### config.mk
export PLATFORM = sky130hd
export DESIGN_NAME = sorted_value_table_core
export DESIGN_NICKNAME = d
export VERILOG_FILES = /design/src/svt_pkg.sv /design/src/svt_ctrl.sv /design/src/svt_datapath.sv /design/src/sorted_value_table_core.sv
export SDC_FILE = /design/constraint.sdc
export NUM_CORES = 2
export LEC_CHECK = 0
export BUFFER_PORTS_ARGS = -buffer_cell sky130_fd_sc_hd__buf_2
export CORE_MARGIN = 1.5
export CORE_UTILIZATION = 49
export DETAILED_ROUTE_END_ITERATION = 16
export PLACE_DENSITY = 0.62
export SYNTH_ARGS = -nofsm -noshare
export SYNTH_HDL_FRONTEND = slang
export SYNTH_HIERARCHICAL = 1
export SYNTH_SLANG_ARGS = --single-unit
### constraint.sdc
create_clock -name clk -period 4.6 [get_ports clk]
set_input_delay 0.46 -clock clk [delete_from_list [all_inputs] [get_ports clk]]
set_output_delay 0.46 -clock clk [all_outputs]
set_load 0.1 [all_outputs]
### src/svt_pkg.sv
// shared types and codes for the sorted value table
// no dependencies; used by svt_ctrl, svt_datapath and sorted_value_table_core
package svt_pkg;

  localparam int VALUE_W = 32;
  localparam int COUNT_W = 5;

  typedef enum logic [1:0] {
    KIND_INSERT = 2'd0,
    KIND_REMOVE = 2'd1,
    KIND_SEARCH = 2'd2,
    KIND_DUMP   = 2'd3
  } kind_t;

  typedef enum logic [1:0] {
    STATUS_OK    = 2'd0,
    STATUS_FULL  = 2'd1,
    STATUS_MISS  = 2'd2,
    STATUS_EMPTY = 2'd3
  } status_t;

  typedef struct packed {
    logic  load;
    logic  exec;
    kind_t kind;
    logic  rotate;
    logic  emit;
    logic  last;
  } svt_cmd_t;

endpackage

### src/svt_ctrl.sv
// controller for the sorted value table: sequences compare, apply and dump rotation
// depends on svt_pkg; drives svt_datapath through svt_pkg::svt_cmd_t
module svt_ctrl #(
  parameter int DEPTH = 16
) (
  input  logic                           clk,
  input  logic                           rst,
  input  logic                           start,
  input  logic [1:0]                     kind,
  input  logic [$clog2(DEPTH+1)-1:0]     count,
  output logic                           busy,
  output svt_pkg::svt_cmd_t              cmd
);

  localparam int CntW = $clog2(DEPTH + 1);
  localparam int RotW = $clog2(DEPTH);

  typedef enum logic [2:0] {
    ST_IDLE = 3'b001,
    ST_CMP  = 3'b010,
    ST_ROT  = 3'b100
  } state_t;

  state_t          state, state_next;
  svt_pkg::kind_t  kind_reg;
  logic [RotW-1:0] rot_cnt, rot_cnt_next;
  logic [CntW:0]   rot_sum;
  logic            accept;

  assign busy    = (state != ST_IDLE);
  assign accept  = start && !busy;
  assign rot_sum = (CntW+1)'(rot_cnt) + (CntW+1)'(count);

  always_comb begin
    state_next   = state;
    rot_cnt_next = rot_cnt;
    cmd          = '0;
    cmd.kind     = kind_reg;
    cmd.load     = accept;
    unique case (state)
      ST_IDLE: begin
        if (accept) begin
          state_next = ST_CMP;
        end
      end
      ST_CMP: begin
        if (kind_reg == svt_pkg::KIND_DUMP && count != '0) begin
          state_next   = ST_ROT;
          rot_cnt_next = '0;
        end else begin
          cmd.exec   = 1'b1;
          state_next = ST_IDLE;
        end
      end
      ST_ROT: begin
        cmd.rotate = 1'b1;
        cmd.emit   = (rot_sum >= (CntW+1)'(DEPTH));
        cmd.last   = (rot_cnt == RotW'(DEPTH - 1));
        if (cmd.last) begin
          state_next = ST_IDLE;
        end else begin
          rot_cnt_next = rot_cnt + 1'b1;
        end
      end
      default: begin
        state_next = ST_IDLE;
      end
    endcase
  end

  always_ff @(posedge clk) begin
    if (rst) begin
      state   <= ST_IDLE;
      rot_cnt <= '0;
    end else begin
      state   <= state_next;
      rot_cnt <= rot_cnt_next;
    end
  end

  always_ff @(posedge clk) begin
    if (accept) begin
      kind_reg <= svt_pkg::kind_t'(kind);
    end
  end

endmodule

### src/svt_datapath.sv
// datapath for the sorted value table: a row of compare-and-shift cells, count and result register
// depends on svt_pkg; commanded by svt_ctrl
module svt_datapath #(
  parameter int DEPTH = 16
) (
  input  logic                                 clk,
  input  logic                                 rst,
  input  svt_pkg::svt_cmd_t                    cmd,
  input  logic signed [svt_pkg::VALUE_W-1:0]   key_value,
  output logic [$clog2(DEPTH+1)-1:0]           count,
  output logic                                 strobe,
  output logic [1:0]                           status,
  output logic signed [svt_pkg::VALUE_W-1:0]   out_value,
  output logic [svt_pkg::COUNT_W-1:0]          entry_count,
  output logic                                 last
);

  localparam int CntW   = $clog2(DEPTH + 1);
  localparam int ValW   = svt_pkg::VALUE_W;
  localparam int CntOutW = svt_pkg::COUNT_W;

  logic signed [ValW-1:0] slot      [DEPTH];
  logic signed [ValW-1:0] slot_next [DEPTH];
  logic signed [ValW-1:0] key_reg;
  logic [DEPTH-1:0]       lt, eq;
  logic [CntW-1:0]        count_next;
  logic                   found, full;
  logic                   do_insert, do_remove;
  svt_pkg::status_t       status_next;
  logic signed [ValW-1:0] value_next;

  assign found = |eq;
  assign full  = (count == CntW'(DEPTH));

  // per-cell compare against the incoming word
  for (genvar j = 0; j < DEPTH; j++) begin : g_cmp
    always_ff @(posedge clk) begin
      if (cmd.load) begin
        lt[j] <= (count > CntW'(j)) && (slot[j] < key_value);
        eq[j] <= (count > CntW'(j)) && (slot[j] == key_value);
      end
    end
  end

  always_ff @(posedge clk) begin
    if (cmd.load) begin
      key_reg <= key_value;
    end
  end

  always_comb begin
    do_insert = cmd.exec && cmd.kind == svt_pkg::KIND_INSERT && !full;
    do_remove = cmd.exec && cmd.kind == svt_pkg::KIND_REMOVE && found;
  end

  // shift network, each cell sees only its neighbours
  for (genvar j = 0; j < DEPTH; j++) begin : g_cell
    always_comb begin
      slot_next[j] = slot[j];
      if (cmd.rotate) begin
        slot_next[j] = (j == 0) ? slot[DEPTH-1] : slot[(j == 0) ? 0 : j-1];
      end else if (do_insert && !lt[j]) begin
        if (j == 0) begin
          slot_next[j] = key_reg;
        end else if (lt[(j == 0) ? 0 : j-1]) begin
          slot_next[j] = key_reg;
        end else begin
          slot_next[j] = slot[(j == 0) ? 0 : j-1];
        end
      end else if (do_remove && !lt[j] && j < DEPTH-1) begin
        slot_next[j] = slot[(j < DEPTH-1) ? j+1 : j];
      end
    end

    always_ff @(posedge clk) begin
      slot[j] <= slot_next[j];
    end
  end

  always_comb begin
    count_next  = count;
    status_next = svt_pkg::STATUS_OK;
    value_next  = '0;
    if (cmd.exec) begin
      case (cmd.kind)
        svt_pkg::KIND_INSERT: begin
          if (full) begin
            status_next = svt_pkg::STATUS_FULL;
          end else begin
            count_next = count + 1'b1;
          end
        end
        svt_pkg::KIND_REMOVE: begin
          if (found) begin
            count_next = count - 1'b1;
            value_next = key_reg;
          end else begin
            status_next = svt_pkg::STATUS_MISS;
          end
        end
        svt_pkg::KIND_SEARCH: begin
          if (found) begin
            value_next = key_reg;
          end else begin
            status_next = svt_pkg::STATUS_MISS;
          end
        end
        default: begin
          status_next = svt_pkg::STATUS_EMPTY;
        end
      endcase
    end else if (cmd.emit) begin
      value_next = slot[DEPTH-1];
    end
  end

  always_ff @(posedge clk) begin
    if (rst) begin
      count  <= '0;
      strobe <= 1'b0;
    end else begin
      count  <= count_next;
      strobe <= cmd.exec || cmd.emit;
    end
  end

  always_ff @(posedge clk) begin
    if (cmd.exec || cmd.emit) begin
      status      <= status_next;
      out_value   <= value_next;
      entry_count <= CntOutW'(count_next);
      last        <= cmd.exec || cmd.last;
    end
  end

endmodule

### src/sorted_value_table_core.sv
// sorted value table: ascending store of signed words with insert, remove, search and dump
// depends on svt_pkg, svt_ctrl and svt_datapath
//
// usage
//   a command word (kind, key_value) is taken at a rising edge with start high and busy low
//   each result word appears for one cycle on status, out_value, entry_count and last,
//   marked by strobe; last is high on the final result of a command
// timing
//   insert, remove, search: the per-cell compares are captured on acceptance; then the
//   compare state shifts the cell row and loads the result and strobe registers
//   dump: the cell row is rotated once round its full DEPTH cells, one position a cycle,
//   and the top cell is emitted once the valid entries reach it, largest first; an empty
//   table gives one result with status EMPTY
//   busy drops in the cycle that the last result is strobed, so a new command may overlap it
// reset
//   rst clears the entry count and the controller; cell contents are undefined until written
// back-pressure
//   none: the receiver must take every result in the cycle it is strobed
module sorted_value_table_core #(
  parameter int DEPTH = 16
) (
  input  logic                                clk,
  input  logic                                rst,
  input  logic                                start,
  input  logic [1:0]                          kind,
  input  logic signed [svt_pkg::VALUE_W-1:0]  key_value,
  output logic                                busy,
  output logic                                strobe,
  output logic [1:0]                          status,
  output logic signed [svt_pkg::VALUE_W-1:0]  out_value,
  output logic [svt_pkg::COUNT_W-1:0]         entry_count,
  output logic                                last
);

  svt_pkg::svt_cmd_t             cmd;
  logic [$clog2(DEPTH+1)-1:0]    count;

  svt_ctrl #(
    .DEPTH (DEPTH)
  ) u_ctrl (
    .clk   (clk),
    .rst   (rst),
    .start (start),
    .kind  (kind),
    .count (count),
    .busy  (busy),
    .cmd   (cmd)
  );

  svt_datapath #(
    .DEPTH (DEPTH)
  ) u_datapath (
    .clk         (clk),
    .rst         (rst),
    .cmd         (cmd),
    .key_value   (key_value),
    .count       (count),
    .strobe      (strobe),
    .status      (status),
    .out_value   (out_value),
    .entry_count (entry_count),
    .last        (last)
  );

endmodule
==> reports/qor.yml <==
run_status:
  outcome: "finished clean"
logic_synthesis:
  avgSynthCellArea_um2: 10.2
  ys_seq_elements: 631
  async_reset_ff_share_pct: 0
  seq_area_frac_synth_pct: 45.5
  ys_types: 72
  syn_nets: 4599
  synth_edf_count: 618
  synth_flop_cell: "edfxtp_1"
  synthesis.area_um2: 41300
  synthCells: 4039
  synth_warnings: 6
sta:
  finalSetupTns_ns: 0
  maxSlewHeadroom_pct: 20.1
  hold_viol: 0
  max_freq_mhz: 278
  fin_crit_sh_pct: 78.2
  finalSetupViolCount: 0
  min_period_ns: 3.60
  rsz0062_at_grt: "false"
  tightest_slew_ns: 1.20
  slew_viol_final: 0
  skew_ns: 0.0283
global_routing:
  grt_pass1_wl_um: 228000
  overflow: 0
  grt_usage_pct: 35.8
  grt_pass1_vias: 34134
  antenna_found_initial: 0
  grt_max_degree: 161
floorplanning:
  initial_core_util_pct: 49.5
  die_y_um: 293
  io-pin-count: 79
  die_x_um: 293
  core_um2: 83600
  dieArea_um2: 86100
  rows: 106
setup_path:
  crit_type: "reg -> reg"
  critPathMaxFanout: 32
  critPathMaxStageDelay_ns: 0.89
  arrival_ns: 4.08
  crit_start: "u_datapath/count[1]$_SDFF_PP0_"
  crit_chain: "inv_1 -> ha_1 -> nand4bb_1 -> nand3_2 -> or2_1 -> nor2_4 -> a22oi_1 -> o21ai_1"
  setup.worst_path.start_class: "flip-flop"
  end_kind: "flip-flop"
  r2r_start: "u_datapath/count[1]$_SDFF_PP0_"
  crit_path_top_delay_cell: "nor2_4"
  cp.required_ns: 5.08
clocking:
  clk_latency_ns: 0.64
  ctsHoldBuffers: 4
  clock-sinks: 631
  htreeDepth: 3
  cts_buffer_depth: 3
  post-cts-setup-buffers: 0
  cts_tree: "yes"
  cts_buffers: 75
  cts_root_buf: "clkbuf_16"
  cts_resized: 0
  cts.reportedPaths.clkPinSlew_ns: 0.06
hold_path:
  min-delay-path-class: "in -> reg"
  min_from: "key_value[13]"
placement:
  gp_congestion: 0.985
  io_buffers: 78
  dpl.cell_count: 5061
  hpwl_um: 112000
finish:
  stdcell_count: 5201
  fin_nets: 4622
  final_common_cell: "edfxtp_1"
  largest_reg_flops: 512
  syn2layout_area_growth_pct: 10.8
  final_cell_mix: "edfxtp_1, nand2_1, ha_1"
  layout-drive-gt1-share_pct: 10.5
drt:
  drc: 0
  firstDrtPassIters: 6
  dr_total_vias: 35812
  ant_nets: 0
  drt_iter0_markers: 5020
  wl_per_cell_um: 30.1
  wl_um: 157000
  vias_per_cell: 6.89
pwr:
  cellLeakagePower_uw: 0.0169
  power-per-cell-area_nw_per_um2: 298
  vdd_drop_max_v: 0.000293
flow_run:
  cap_violations: 0
[synth_stat cells, drive strengths merged (6+ instances only)]
cell type / count / area share [%]
a211oi: 6 / 0.11
a21boi: 12 / 0.22
a21o: 59 / 1.1
a21oi: 216 / 2.6
a221oi: 25 / 0.53
a22o: 38 / 0.80
a22oi: 416 / 7.6
a31oi: 19 / 0.29
and3: 8 / 0.12
and4: 45 / 0.95
buf: 95 / 1.2
clkbuf: 187 / 1.7
dfxtp: 13 / 0.63
edfxtp: 618 / 45
ha: 523 / 16
inv: 88 / 0.80
mux2: 19 / 0.52
mux2i: 36 / 0.87
nand2: 596 / 5.4
nand2b: 9 / 0.15
nand3: 56 / 0.69
nand4: 81 / 1.5
nor2: 114 / 1.1
nor2b: 33 / 0.50
nor3: 30 / 0.36
nor4: 19 / 0.29
o211ai: 22 / 0.40
o21a: 12 / 0.22
o21ai: 541 / 6.7
o22a: 16 / 0.34
o22ai: 16 / 0.24
o41ai: 7 / 0.15
or2: 10 / 0.16
or3: 7 / 0.11
[logic make-up after synthesis]
logic type                 after synthesis  share of synthesized area, %
buffers and inverters                  371                          3.69
DFF                                    631                          45.5
and+or+nand+nor                       1019                          11.6
adders and majority gates              523                          15.8
xor gates and xnor gates                 2                        0.0424
AOI/OAI and AO/OA                     1438                          21.9
muxes                                   55                          1.39
[metal layers]
layer	part of all wire, %	track usage [%]	routed length [µm]
met3	9.2	4.89	14400
met4	5.3	16.6	8240
met1	40	48.1	62400
met5	0	0	0
met2	46	57.2	71600
[where the power goes]
part           total [µW]  internal, µW  switching, µW
sequential           6460          6320            144
combinational         995           334            661
clock                6200          3610           2590
total               13700         10300           3390
[area by class of cell]
| class | instances | area, µm² |
|---|---|---|
| antenna | 1 | 2.50 |
| clock buffer | 84 | 1910 |
| clock inverter | 51 | 541 |
| fill | 7510 | 37700 |
| inverter | 89 | 347 |
| multi-input combinational | 3037 | 21200 |
| sequential | 631 | 18800 |
| tap | 1080 | 1350 |
| timing repair buffer | 228 | 1610 |
[critical path: cells and delay by family (launching register included)]
kind / cells / cell delay [ns]
and+or+nand+nor: 4 / 1.98
DFF: 1 / 0.53
adders and majority gates: 1 / 0.38
AOI/OAI and AO/OA: 2 / 0.35
buffers and inverters: 1 / 0.20
[stage by stage]
stage | setup WS, ns | power (µW) | cell area (µm²) | hold WS [ns] | utilization [%]
2_1_floorplan | 0.586 | 7110 | 41300 | 0.486 | -
3_3_place_gp | 1.04 | 7520 | 43300 | 0.534 | 51.8
3_5_place_dp | 1.04 | 7540 | 43300 | 0.547 | 51.8
4_1_cts | 1.14 | 13600 | 45800 | 0.000448 | 54.8
5_1_grt | 0.835 | 14000 | 45800 | 0.0107 | 54.8
6_report | 1.00 | 13700 | 45800 | 0.0212 | 54.8
[worst paths after layout]
kind,end,slack (ns),cells after the start
hold reg to reg,u_ctrl/rot_cnt[3]$_SDFFE_PP0P_,0.56,2
setup reg to reg,u_datapath/slot[1][209]$_DFFE_PP_,1.00,8
setup / recovery,u_datapath/slot[1][209]$_DFFE_PP_,1.00,8
hold / removal,u_datapath/key_reg[13]$_DFFE_PP_,0.02,1
(Power assumes the default switching activity.)
